===== src/rtl/pms_pkg.sv =====
`timescale 1ns / 1ps
// ----------------------------------------------------------------------------
// pms_pkg
// Shared types, codes and saturation helpers of the particle motion step.
// ----------------------------------------------------------------------------
package pms_pkg;

  localparam int unsigned CoordBits = 20;

  typedef logic signed [CoordBits-1:0] coord_t;

  localparam coord_t CoordMax = coord_t'((2 ** (CoordBits - 1)) - 1);
  localparam coord_t CoordMin = coord_t'(-(2 ** (CoordBits - 1)));

  typedef enum logic [1:0] {
    REQ_STEP     = 2'd0,
    REQ_LOAD_POS = 2'd1,
    REQ_LOAD_VEL = 2'd2,
    REQ_NONE     = 2'd3
  } req_e;

  typedef enum logic [1:0] {
    MODE_WRAP    = 2'd0,
    MODE_BOUNCE  = 2'd1,
    MODE_RESPAWN = 2'd2,
    MODE_NONE    = 2'd3
  } mode_e;

  typedef enum logic [1:0] {
    EV_INSIDE  = 2'd0,
    EV_WRAP    = 2'd1,
    EV_BOUNCE  = 2'd2,
    EV_RESPAWN = 2'd3
  } event_e;

  typedef enum logic [2:0] {
    CFG_BOX_LOW   = 3'd0,
    CFG_BOX_HIGH  = 3'd1,
    CFG_BOUNDS    = 3'd2,
    CFG_DRAG      = 3'd3,
    CFG_SPEED     = 3'd4,
    CFG_INV_MASS  = 3'd5,
    CFG_TIME_STEP = 3'd6,
    CFG_UNUSED    = 3'd7
  } cfg_e;

  typedef enum logic [4:0] {
    ST_IDLE,
    ST_ACC,
    ST_DV,
    ST_VADD,
    ST_DRAG,
    ST_DRAGW,
    ST_SQ,
    ST_SQACC,
    ST_SQRT,
    ST_SCMUL,
    ST_DIVS,
    ST_DIV,
    ST_POS,
    ST_PADD,
    ST_BND,
    ST_RSP,
    ST_RSPW,
    ST_OUT
  } state_e;

  function automatic coord_t sat_coord(input logic signed [31:0] v);
    coord_t r;
    if (v > 32'(CoordMax)) begin
      r = CoordMax;
    end else if (v < 32'(CoordMin)) begin
      r = CoordMin;
    end else begin
      r = v[CoordBits-1:0];
    end
    return r;
  endfunction

  function automatic coord_t neg_sat(input coord_t v);
    coord_t r;
    if (v == CoordMin) begin
      r = CoordMax;
    end else begin
      r = -v;
    end
    return r;
  endfunction

endpackage


===== src/rtl/pms_isqrt.sv =====
`timescale 1ns / 1ps
// ----------------------------------------------------------------------------
// pms_isqrt
// Bit-serial integer square root of a 40-bit value, two radicand bits a cycle.
// ----------------------------------------------------------------------------
module pms_isqrt (
  input  logic        clk_i,
  input  logic        rst_ni,
  input  logic        start_i,
  input  logic [39:0] radicand_i,
  output logic        done_o,
  output logic [19:0] root_o
);

  logic [39:0] x_q, x_d;
  logic [22:0] rem_q, rem_d;
  logic [19:0] root_q, root_d;
  logic [4:0]  cnt_q, cnt_d;
  logic        busy_q, busy_d;
  logic        done_q, done_d;

  logic [22:0] rem_n;
  logic [22:0] trial;

  always_comb begin
    rem_n  = {rem_q[20:0], x_q[39:38]};
    trial  = {1'b0, root_q, 2'b01};
    x_d    = x_q;
    rem_d  = rem_q;
    root_d = root_q;
    cnt_d  = cnt_q;
    busy_d = busy_q;
    done_d = 1'b0;
    if (start_i) begin
      x_d    = radicand_i;
      rem_d  = '0;
      root_d = '0;
      cnt_d  = 5'd19;
      busy_d = 1'b1;
    end else if (busy_q) begin
      x_d = {x_q[37:0], 2'b00};
      if (rem_n >= trial) begin
        rem_d  = rem_n - trial;
        root_d = {root_q[18:0], 1'b1};
      end else begin
        rem_d  = rem_n;
        root_d = {root_q[18:0], 1'b0};
      end
      if (cnt_q == 5'd0) begin
        busy_d = 1'b0;
        done_d = 1'b1;
      end else begin
        cnt_d = cnt_q - 5'd1;
      end
    end
  end

  always_ff @(posedge clk_i or negedge rst_ni) begin
    if (!rst_ni) begin
      busy_q <= 1'b0;
      done_q <= 1'b0;
      cnt_q  <= '0;
    end else begin
      busy_q <= busy_d;
      done_q <= done_d;
      cnt_q  <= cnt_d;
    end
  end

  always_ff @(posedge clk_i) begin
    x_q    <= x_d;
    rem_q  <= rem_d;
    root_q <= root_d;
  end

  assign done_o = done_q;
  assign root_o = root_q;

endmodule


===== src/rtl/pms_div.sv =====
`timescale 1ns / 1ps
// ----------------------------------------------------------------------------
// pms_div
// Restoring divider, 40-bit dividend by a nonzero 20-bit divisor, one
// quotient bit a cycle.
// ----------------------------------------------------------------------------
module pms_div (
  input  logic        clk_i,
  input  logic        rst_ni,
  input  logic        start_i,
  input  logic [39:0] dividend_i,
  input  logic [19:0] divisor_i,
  output logic        done_o,
  output logic [39:0] quotient_o
);

  logic [39:0] dvd_q, dvd_d;
  logic [19:0] rem_q, rem_d;
  logic [19:0] dsr_q, dsr_d;
  logic [5:0]  cnt_q, cnt_d;
  logic        busy_q, busy_d;
  logic        done_q, done_d;

  logic [20:0] rem_n;
  logic [20:0] diff;

  always_comb begin
    rem_n  = {rem_q, dvd_q[39]};
    diff   = rem_n - {1'b0, dsr_q};
    dvd_d  = dvd_q;
    rem_d  = rem_q;
    dsr_d  = dsr_q;
    cnt_d  = cnt_q;
    busy_d = busy_q;
    done_d = 1'b0;
    if (start_i) begin
      dvd_d  = dividend_i;
      dsr_d  = divisor_i;
      rem_d  = '0;
      cnt_d  = 6'd39;
      busy_d = 1'b1;
    end else if (busy_q) begin
      if (rem_n >= {1'b0, dsr_q}) begin
        rem_d = diff[19:0];
        dvd_d = {dvd_q[38:0], 1'b1};
      end else begin
        rem_d = rem_n[19:0];
        dvd_d = {dvd_q[38:0], 1'b0};
      end
      if (cnt_q == 6'd0) begin
        busy_d = 1'b0;
        done_d = 1'b1;
      end else begin
        cnt_d = cnt_q - 6'd1;
      end
    end
  end

  always_ff @(posedge clk_i or negedge rst_ni) begin
    if (!rst_ni) begin
      busy_q <= 1'b0;
      done_q <= 1'b0;
      cnt_q  <= '0;
    end else begin
      busy_q <= busy_d;
      done_q <= done_d;
      cnt_q  <= cnt_d;
    end
  end

  always_ff @(posedge clk_i) begin
    dvd_q <= dvd_d;
    rem_q <= rem_d;
    dsr_q <= dsr_d;
  end

  assign done_o     = done_q;
  assign quotient_o = dvd_q;

endmodule


===== src/rtl/particle_motion_step.sv =====
`timescale 1ns / 1ps
// A load item goes straight to the result. A step item runs the force, drag and squaring
// steps per axis (no velocity update with zero inverse mass), the square root when the
// velocity is nonzero, and the speed clamp and a respawn when they act.
// Throughput: one item at a time; the next is taken in the cycle after the result transfer,
// so the shared multiplier, the 20-step square root and the 40-step divider set the pace.
// Reset: asynchronous, active low; position and velocity clear, config registers reset.
// ----------------------------------------------------------------------------
// particle_motion_step
// Semi-implicit Euler integrator for one particle with drag, speed clamp and box
// boundary handling, sequenced around one shared multiplier.
// ----------------------------------------------------------------------------
module particle_motion_step (
  input  logic         clk_i,
  input  logic         rst_ni,
  input  logic         s_axis_tvalid_i,
  output logic         s_axis_tready_o,
  // force_x, force_y, force_z, rand_frac_x, rand_frac_y, rand_frac_z,
  // load_x, load_y, load_z
  input  logic [167:0] s_axis_tdata_i,
  // req_type
  input  logic [1:0]   s_axis_tuser_i,
  output logic         m_axis_tvalid_o,
  input  logic         m_axis_tready_i,
  // pos_out_x, pos_out_y, pos_out_z, vel_out_x, vel_out_y, vel_out_z
  output logic [119:0] m_axis_tdata_o,
  // boundary_event
  output logic [1:0]   m_axis_tuser_o,
  input  logic         cfg_valid_i,
  output logic         cfg_ready_o,
  input  logic [2:0]   cfg_index_i,
  input  logic [59:0]  cfg_data_i
);

  // Configuration registers.
  logic [59:0] box_lo_q, box_hi_q;
  logic [1:0]  mode_q;
  logic [15:0] drag_q;
  logic [39:0] speed_q;
  logic [23:0] inv_mass_q;
  logic [15:0] tstep_q;

  pms_pkg::state_e state_q, state_d;
  logic [1:0]      ax_q, ax_d;
  pms_pkg::coord_t pos_q [3];
  pms_pkg::coord_t pos_d [3];
  pms_pkg::coord_t vel_q [3];
  pms_pkg::coord_t vel_d [3];
  pms_pkg::coord_t force_q [3];
  pms_pkg::coord_t force_d [3];
  logic [15:0]     frac_q [3];
  logic [15:0]     frac_d [3];
  logic signed [53:0] prod_q, prod_d;
  logic [39:0]     sumsq_q, sumsq_d;
  logic [19:0]     num_q, num_d;
  logic [19:0]     mag_q, mag_d;
  logic [1:0]      event_q, event_d;

  pms_pkg::coord_t lo [3];
  pms_pkg::coord_t hi [3];

  logic signed [28:0] mul_a;
  logic signed [24:0] mul_b;

  logic        sqrt_start, sqrt_done;
  logic [19:0] sqrt_root;
  logic        div_start, div_done;
  logic [39:0] div_quot;

  logic [19:0] vmin, vmax;
  assign vmin = speed_q[19:0];
  assign vmax = speed_q[39:20];

  assign cfg_ready_o = 1'b1;

  always_ff @(posedge clk_i or negedge rst_ni) begin
    if (!rst_ni) begin
      box_lo_q   <= '0;
      box_hi_q   <= '0;
      mode_q     <= '0;
      drag_q     <= '0;
      speed_q    <= '0;
      inv_mass_q <= 24'd65536;
      tstep_q    <= 16'd1092;
    end else if (cfg_valid_i) begin
      unique case (pms_pkg::cfg_e'(cfg_index_i))
        pms_pkg::CFG_BOX_LOW:   box_lo_q   <= cfg_data_i;
        pms_pkg::CFG_BOX_HIGH:  box_hi_q   <= cfg_data_i;
        pms_pkg::CFG_BOUNDS:    mode_q     <= cfg_data_i[1:0];
        pms_pkg::CFG_DRAG:      drag_q     <= cfg_data_i[15:0];
        pms_pkg::CFG_SPEED:     speed_q    <= cfg_data_i[39:0];
        pms_pkg::CFG_INV_MASS:  inv_mass_q <= cfg_data_i[23:0];
        pms_pkg::CFG_TIME_STEP: tstep_q    <= cfg_data_i[15:0];
        default: ;
      endcase
    end
  end

  always_comb begin
    for (int k = 0; k < 3; k++) begin
      lo[k] = box_lo_q[k*20 +: 20];
      hi[k] = box_hi_q[k*20 +: 20];
    end
  end

  // Operand selection for the shared multiplier.
  always_comb begin
    mul_a = '0;
    mul_b = '0;
    unique case (state_q)
      pms_pkg::ST_ACC: begin
        mul_a = 29'(force_q[ax_q]);
        mul_b = $signed({1'b0, inv_mass_q});
      end
      pms_pkg::ST_DV: begin
        mul_a = 29'($signed(prod_q[43:16]));
        mul_b = 25'($signed({1'b0, tstep_q}));
      end
      pms_pkg::ST_DRAG: begin
        mul_a = 29'(vel_q[ax_q]);
        mul_b = 25'($signed({1'b0, 17'h10000 - {1'b0, drag_q}}));
      end
      pms_pkg::ST_SQ: begin
        mul_a = 29'(vel_q[ax_q]);
        mul_b = 25'(vel_q[ax_q]);
      end
      pms_pkg::ST_SCMUL: begin
        mul_a = 29'($signed({1'b0, mag_q}));
        mul_b = 25'($signed({1'b0, num_q}));
      end
      pms_pkg::ST_POS: begin
        mul_a = 29'(vel_q[ax_q]);
        mul_b = 25'($signed({1'b0, tstep_q}));
      end
      pms_pkg::ST_RSP: begin
        mul_a = 29'(hi[ax_q]) - 29'(lo[ax_q]);
        mul_b = 25'($signed({1'b0, frac_q[ax_q]}));
      end
      default: ;
    endcase
  end

  always_comb begin
    logic signed [22:0] s, p1, p2;
    logic               in_box;
    pms_pkg::coord_t    np, nv, v;
    logic [19:0]        mg;

    state_d    = state_q;
    ax_d       = ax_q;
    pos_d      = pos_q;
    vel_d      = vel_q;
    force_d    = force_q;
    frac_d     = frac_q;
    prod_d     = prod_q;
    sumsq_d    = sumsq_q;
    num_d      = num_q;
    mag_d      = mag_q;
    event_d    = event_q;
    sqrt_start = 1'b0;
    div_start  = 1'b0;
    in_box     = 1'b1;
    s  = '0;
    p1 = '0;
    p2 = '0;
    np = '0;
    nv = '0;
    v  = vel_q[ax_q];
    mg = v[19] ? 20'(-v) : 20'(v);

    unique case (state_q)
      pms_pkg::ST_IDLE: begin
        if (s_axis_tvalid_i) begin
          event_d = pms_pkg::EV_INSIDE;
          for (int k = 0; k < 3; k++) begin
            force_d[k] = s_axis_tdata_i[k*20 +: 20];
            frac_d[k]  = s_axis_tdata_i[60 + k*16 +: 16];
          end
          unique case (pms_pkg::req_e'(s_axis_tuser_i))
            pms_pkg::REQ_STEP: begin
              ax_d    = '0;
              sumsq_d = '0;
              state_d = pms_pkg::ST_ACC;
            end
            pms_pkg::REQ_LOAD_POS: begin
              for (int k = 0; k < 3; k++) pos_d[k] = s_axis_tdata_i[108 + k*20 +: 20];
              state_d = pms_pkg::ST_OUT;
            end
            pms_pkg::REQ_LOAD_VEL: begin
              for (int k = 0; k < 3; k++) vel_d[k] = s_axis_tdata_i[108 + k*20 +: 20];
              state_d = pms_pkg::ST_OUT;
            end
            default: state_d = pms_pkg::ST_OUT;
          endcase
        end
      end
      pms_pkg::ST_ACC: begin
        prod_d  = 54'(mul_a * mul_b);
        state_d = (inv_mass_q != '0) ? pms_pkg::ST_DV : pms_pkg::ST_DRAG;
      end
      pms_pkg::ST_DV: begin
        prod_d  = 54'(mul_a * mul_b);
        state_d = pms_pkg::ST_VADD;
      end
      pms_pkg::ST_VADD: begin
        vel_d[ax_q] = pms_pkg::sat_coord(32'(vel_q[ax_q]) + 32'($signed(prod_q[43:16])));
        state_d     = pms_pkg::ST_DRAG;
      end
      pms_pkg::ST_DRAG: begin
        prod_d  = 54'(mul_a * mul_b);
        state_d = pms_pkg::ST_DRAGW;
      end
      pms_pkg::ST_DRAGW: begin
        vel_d[ax_q] = prod_q[35:16];
        state_d     = pms_pkg::ST_SQ;
      end
      pms_pkg::ST_SQ: begin
        prod_d  = 54'(mul_a * mul_b);
        state_d = pms_pkg::ST_SQACC;
      end
      pms_pkg::ST_SQACC: begin
        sumsq_d = sumsq_q + prod_q[39:0];
        if (ax_q == 2'd2) begin
          ax_d = '0;
          if (sumsq_d == '0) begin
            state_d = pms_pkg::ST_POS;
          end else begin
            sqrt_start = 1'b1;
            state_d    = pms_pkg::ST_SQRT;
          end
        end else begin
          ax_d    = ax_q + 2'd1;
          state_d = pms_pkg::ST_ACC;
        end
      end
      pms_pkg::ST_SQRT: begin
        if (sqrt_done) begin
          // When the two limits cross, the maximum wins if the root exceeds it, else the minimum.
          if (sqrt_root > vmax) begin
            num_d   = vmax;
            state_d = pms_pkg::ST_SCMUL;
          end else if (sqrt_root < vmin) begin
            num_d   = vmin;
            state_d = pms_pkg::ST_SCMUL;
          end else begin
            state_d = pms_pkg::ST_POS;
          end
          mag_d = mg;
        end
      end
      pms_pkg::ST_SCMUL: begin
        prod_d  = 54'(mul_a * mul_b);
        state_d = pms_pkg::ST_DIVS;
      end
      pms_pkg::ST_DIVS: begin
        div_start = 1'b1;
        state_d   = pms_pkg::ST_DIV;
      end
      pms_pkg::ST_DIV: begin
        if (div_done) begin
          if (v[19]) begin
            vel_d[ax_q] = (div_quot > 40'h80000) ? pms_pkg::CoordMin
                                                 : -$signed(div_quot[19:0]);
          end else begin
            vel_d[ax_q] = (div_quot > 40'h7FFFF) ? pms_pkg::CoordMax
                                                 : $signed(div_quot[19:0]);
          end
          if (ax_q == 2'd2) begin
            ax_d    = '0;
            state_d = pms_pkg::ST_POS;
          end else begin
            ax_d    = ax_q + 2'd1;
            v       = vel_q[ax_q + 2'd1];
            mag_d   = v[19] ? 20'(-v) : 20'(v);
            state_d = pms_pkg::ST_SCMUL;
          end
        end
      end
      pms_pkg::ST_POS: begin
        prod_d  = 54'(mul_a * mul_b);
        state_d = pms_pkg::ST_PADD;
      end
      pms_pkg::ST_PADD: begin
        pos_d[ax_q] = pms_pkg::sat_coord(32'(pos_q[ax_q]) + 32'($signed(prod_q[35:16])));
        if (ax_q == 2'd2) begin
          ax_d    = '0;
          state_d = pms_pkg::ST_BND;
        end else begin
          ax_d    = ax_q + 2'd1;
          state_d = pms_pkg::ST_POS;
        end
      end
      pms_pkg::ST_BND: begin
        for (int k = 0; k < 3; k++) begin
          if (pos_q[k] < lo[k] || pos_q[k] > hi[k]) in_box = 1'b0;
        end
        state_d = pms_pkg::ST_OUT;
        if (!in_box) begin
          unique case (pms_pkg::mode_e'(mode_q))
            pms_pkg::MODE_WRAP: begin
              event_d = pms_pkg::EV_WRAP;
              for (int k = 0; k < 3; k++) begin
                s  = 23'(hi[k]) - 23'(lo[k]);
                p1 = (pos_q[k] < lo[k]) ? 23'(pos_q[k]) + s : 23'(pos_q[k]);
                p2 = (p1 > 23'(hi[k])) ? p1 - s : p1;
                pos_d[k] = pms_pkg::sat_coord(32'(p2));
              end
            end
            pms_pkg::MODE_BOUNCE: begin
              event_d = pms_pkg::EV_BOUNCE;
              for (int k = 0; k < 3; k++) begin
                np = pos_q[k];
                nv = vel_q[k];
                if (np < lo[k]) begin
                  np = lo[k];
                  nv = pms_pkg::neg_sat(nv);
                end
                if (np > hi[k]) begin
                  np = hi[k];
                  nv = pms_pkg::neg_sat(nv);
                end
                pos_d[k] = np;
                vel_d[k] = nv;
              end
            end
            pms_pkg::MODE_RESPAWN: begin
              event_d = pms_pkg::EV_RESPAWN;
              ax_d    = '0;
              state_d = pms_pkg::ST_RSP;
            end
            default: ;
          endcase
        end
      end
      pms_pkg::ST_RSP: begin
        prod_d  = 54'(mul_a * mul_b);
        state_d = pms_pkg::ST_RSPW;
      end
      pms_pkg::ST_RSPW: begin
        pos_d[ax_q] = pms_pkg::sat_coord(32'(lo[ax_q]) + 32'($signed(prod_q[36:16])));
        vel_d[ax_q] = '0;
        if (ax_q == 2'd2) begin
          ax_d    = '0;
          state_d = pms_pkg::ST_OUT;
        end else begin
          ax_d    = ax_q + 2'd1;
          state_d = pms_pkg::ST_RSP;
        end
      end
      pms_pkg::ST_OUT: begin
        if (m_axis_tready_i) state_d = pms_pkg::ST_IDLE;
      end
      default: state_d = pms_pkg::ST_IDLE;
    endcase
  end

  always_ff @(posedge clk_i or negedge rst_ni) begin
    if (!rst_ni) begin
      state_q <= pms_pkg::ST_IDLE;
      ax_q    <= '0;
      event_q <= '0;
      for (int k = 0; k < 3; k++) begin
        pos_q[k] <= '0;
        vel_q[k] <= '0;
      end
    end else begin
      state_q <= state_d;
      ax_q    <= ax_d;
      event_q <= event_d;
      pos_q   <= pos_d;
      vel_q   <= vel_d;
    end
  end

  always_ff @(posedge clk_i) begin
    force_q <= force_d;
    frac_q  <= frac_d;
    prod_q  <= prod_d;
    sumsq_q <= sumsq_d;
    num_q   <= num_d;
    mag_q   <= mag_d;
  end

  pms_isqrt u_isqrt (
    .clk_i      (clk_i),
    .rst_ni     (rst_ni),
    .start_i    (sqrt_start),
    .radicand_i (sumsq_d),
    .done_o     (sqrt_done),
    .root_o     (sqrt_root)
  );

  pms_div u_div (
    .clk_i      (clk_i),
    .rst_ni     (rst_ni),
    .start_i    (div_start),
    .dividend_i (prod_q[39:0]),
    .divisor_i  (sqrt_root),
    .done_o     (div_done),
    .quotient_o (div_quot)
  );

  assign s_axis_tready_o = (state_q == pms_pkg::ST_IDLE);
  assign m_axis_tvalid_o = (state_q == pms_pkg::ST_OUT);
  assign m_axis_tdata_o  = {vel_q[2], vel_q[1], vel_q[0], pos_q[2], pos_q[1], pos_q[0]};
  assign m_axis_tuser_o  = event_q;

endmodule


===== config.mk =====
export PLATFORM = sky130hd
export DESIGN_NAME = particle_motion_step
export DESIGN_NICKNAME = d
export VERILOG_FILES = /design/src/rtl/pms_pkg.sv /design/src/rtl/pms_isqrt.sv /design/src/rtl/pms_div.sv /design/src/rtl/particle_motion_step.sv
export SDC_FILE = /design/constraint.sdc
export NUM_CORES = 2
export LEC_CHECK = 0
export ABC_AREA = 0
export BUFFER_PORTS_ARGS = -buffer_cell sky130_fd_sc_hd__buf_2
export CORE_MARGIN = 1
export CORE_UTILIZATION = 40
export DETAILED_ROUTE_END_ITERATION = 7
export PLACE_DENSITY_LB_ADDON = 0.2
export REMOVE_ABC_BUFFERS = 1
export SYNTH_ARGS = -nofsm -noshare
export SYNTH_HDL_FRONTEND = slang
export SYNTH_SLANG_ARGS = --single-unit
export TNS_END_PERCENT = 1

===== constraint.sdc =====
create_clock -name clk_i -period 15.55 [get_ports clk_i]
set_input_delay 0.7775 -clock clk_i [delete_from_list [all_inputs] [get_ports clk_i]]
set_output_delay 0.7775 -clock clk_i [all_outputs]
set_load 0.02 [all_outputs]

==> reports/summary.json <==
{
  "sequential_cell_area_sq_mm": 0.0199,
  "nets": 13000,
  "post_drt_via_cell_ratio": 6.21,
  "cts-buffers-inserted": 96,
  "antenna_violating_nets_post_route": 0,
  "via_count_of_the_first_global_routing_pass": 87100,
  "number_of_top_level_design_ports": 363,
  "synth_area_sq_mm": 0.0923,
  "hold_path.startpoint": "s_axis_tdata_i[45]",
  "finalWirelength_um": 442000,
  "cp_max_fo": 45,
  "report.final.setup_viol": 0,
  "insertion_delay_ns": 0.86,
  "row_count": 175,
  "grt_start_max_net_pins": 110,
  "ys_async_sr_fraction": 0.479,
  "fmaxAchievable_mhz": 75.8,
  "edff_count_synth": 292,
  "timing.final.hold_violations": 0,
  "detailedRoute.firstIterationViolations": 10500,
  "drcViolationCount": 11,
  "initial_core_util": 0.404,
  "cp.required_ns": 16.10,
  "number_of_synthesized_register_bits": 755,
  "grt_first_pass_wirelength_um": 626000,
  "finalWorstPathRequiredPeriod_ns": 13.19,
  "status": "finished, violations left",
  "fin_worst_hold_slack_ns": 0.108,
  "cp_top_family": "adder cells",
  "number_of_cells_in_the_design_after_placement": 14300,
  "rsz0062_at_grt": "false",
  "tritoncts": "built",
  "layout-drive-gt1-share": 0.0960,
  "seq_area_frac_synth": 0.215,
  "clockRootBuffer": "sky130_fd_sc_hd__clkbuf_16",
  "antenna_found_initial": 32,
  "route.vias.total": 89800,
  "multiInputGateArea_sq_mm": 0.0660,
  "synth.lib_cells_used.distinct": 137,
  "fin_crit_sh": 0.848,
  "syn_avg_cell_area_sq_um": 8.26,
  "design.core.area_sq_mm": 0.228,
  "clock_slew_at_reported_path_ffs_ns": 0.08,
  "netlist_instances": 11200,
  "final-instance-count-excl-fill": 14500,
  "timing.critical_path.to_type": "flop",
  "timing.setup.critical_path_class": "reg -> reg",
  "startpoint": "ax_q[1]",
  "synthesis.yosys.warnings": 0,
  "chipWidth_um": 482,
  "die_h_um": 482,
  "syn2layout_area_growth_pct": 9.66,
  "fin_skew_ns": 0.124,
  "cpMaxStageDelayCell": "sky130_fd_sc_hd__a221oi_1",
  "routabilityCongestion": 1.07,
  "finalCoreUtilization": 0.443,
  "routedWlPerCell_um": 30.6,
  "finish.instance_area_sq_mm": 0.101,
  "dpl.hpwl_um": 350000,
  "failed_checks": "DRC",
  "crit_arrival_ns": 13.73,
  "grt_remaining_overflow": 0,
  "dominantRegCellSynth": "sky130_fd_sc_hd__dfrtp_1",
  "slew_headroom": 0.111,
  "max_cap_violations": 0,
  "cts-htree-levels": 3,
  "gr-usage-all-layers": 0.373,
  "slew_viol_final": 0,
  "portBuffers": 361,
  "clock-sinks": 755,
  "drt_pass1_iterations": 8,
  "fill_cells": 22800,
  "rr_startpoint": "ax_q[1]",
  "dpl_cell_area_sq_mm": 0.0980,
  "path_common_cell": "sky130_fd_sc_hd__fa_1",
  "critPathBufInv": 5,
  "critical-path-max-stage-delay_ns": 1.09,
  "worst_setup_path_start_kind": "flop",
  "design.die.area_sq_mm": 0.233,
  "worst_hold_path_type": "in -> reg",
  "worstMarginPinSlew_ns": 1.33,
  "clock_tree_buf_depth": 3
}
==> logic make-up (layout without fill, tap and decap cells) <==
logic type	count (synthesis)	count (layout)	share of synthesized area
multiplexers	384	384	0.0435
adder cells (fa/ha/maj)	1435	1435	0.246
AO/OA/AOI/OAI	3066	3066	0.216
AND/OR/NAND/NOR	3389	3389	0.168
other	1	18	0.0000406
buffers and inverters	1757	2018	0.0733
flip-flops	755	755	0.215
XOR/XNOR	389	389	0.0374
==> cells in the mapped netlist (106+ instances only) <==
| master | n | area, sq um |
|---|---|---|
| sky130_fd_sc_hd__a211oi_1 | 122 | 916 |
| sky130_fd_sc_hd__a21o_1 | 234 | 1760 |
| sky130_fd_sc_hd__a21oi_1 | 706 | 3530 |
| sky130_fd_sc_hd__clkbuf_1 | 438 | 1640 |
| sky130_fd_sc_hd__dfrtp_1 | 358 | 8960 |
| sky130_fd_sc_hd__edfxtp_1 | 292 | 8770 |
| sky130_fd_sc_hd__fa_1 | 637 | 12800 |
| sky130_fd_sc_hd__ha_1 | 798 | 9980 |
| sky130_fd_sc_hd__inv_1 | 1212 | 4550 |
| sky130_fd_sc_hd__mux2i_1 | 249 | 2490 |
| sky130_fd_sc_hd__nand2_1 | 1293 | 4850 |
| sky130_fd_sc_hd__nand3_1 | 175 | 876 |
| sky130_fd_sc_hd__nor2_1 | 938 | 3520 |
| sky130_fd_sc_hd__nor2b_1 | 106 | 663 |
| sky130_fd_sc_hd__nor3_1 | 193 | 966 |
| sky130_fd_sc_hd__o21ai_0 | 853 | 4270 |
| sky130_fd_sc_hd__or3_1 | 117 | 732 |
| sky130_fd_sc_hd__xnor2_1 | 242 | 2120 |
| sky130_fd_sc_hd__xor2_1 | 144 | 1260 |
==> metrics by stage <==
| step | setup TNS [ns] | worst slack (ns) |
|---|---|---|
| 6_report | 0 | 2.36 |
| 5_1_grt | 0 | 1.57 |
| 4_1_cts | 0 | 2.58 |
| 3_5_place_dp | 0 | 2.69 |
| 3_3_place_gp | 0 | 2.90 |
| 2_1_floorplan | -67.01 | -3.16 |
==> registers in the layout, indices dropped and copies added (netlist names), 21 cells and up <==
register,cells
box_hi_q,60
box_lo_q,60
force_q,60
frac_q,48
inv_mass_q,24
m_axis_tdata_o,120
prod_q,44
speed_q,40
sumsq_q,40
u_div.quotient_o,40
u_isqrt.rem_q,21
u_isqrt.x_q,40
==> timing repair <==
item,4_1_cts,5_1_grt
endpoints found under the hold margin,2,0
hold buffers,1,0
resized for setup,0,0
buffers inserted,0,0
endpoints found under the setup margin,0,0
==> worst reg2reg max path, delay by kind of cell, from the launching register on <==
| kind | cells | cell delay [ns] |
|---|---|---|
| DFF | 1 | 0.80 |
| buffers and inverters | 5 | 0.72 |
| and+or+nand+nor | 8 | 1.85 |
| adders and majority gates | 10 | 4.54 |
| AOI/OAI and AO/OA | 14 | 4.43 |
| xor gates and xnor gates | 2 | 0.52 |
==> worst paths after layout <==
kind                            slack, ns                 end  cells past startpoint
worst min-delay path                 0.11          force_q[5]                      1
max in group asynchronous           12.55  m_axis_tdata_o[81]                      4
worst max register to register       2.36          prod_q[43]                     39
min in group asynchronous            0.55  m_axis_tdata_o[43]                      2
worst min register to register       0.47     u_div.rem_q[19]                      2
worst max-delay path                 2.36          prod_q[43]                     39
==> metal layers <==
layer  vias up  track usage  part of all wire
li1      39600            -                 -
met1     44100        0.470              0.39
met2      4871        0.560              0.42
met3      1196       0.0842             0.096
met4        18        0.271             0.086
met5         -            0           0.00034
==> layout make-up <==
cell class              count  share of cell area
inverters                1215              0.0450
diodes                     17            0.000420
clock buffers             132              0.0264
repair buffers            625              0.0378
clock inverters            46             0.00518
multi-input cells        8664               0.652
flip-flops and latches    755               0.196
well taps                3009              0.0372
==> cell usage in the layout, fill, tap and decap left out, drive strengths merged, types with 87 or more instances in the layout <==
cell,n
nand2,1295
inv,1216
nor2,945
o21ai,890
ha,798
a21oi,712
fa,637
buf,624
dfrtp,358
edfxtp,292
mux2i,249
xnor2,242
a21o,235
nor3,195
nand3,175
xor2,144
mux2,135
a211oi,134
clkbuf,132
or3,117
nor2b,106
o21a,104
nand2b,104
dfxtp,101
a31oi,96
o211ai,87
Power is not shown: default switching activity piles up to over one toggle a cycle in this logic, so the estimate is an artifact.
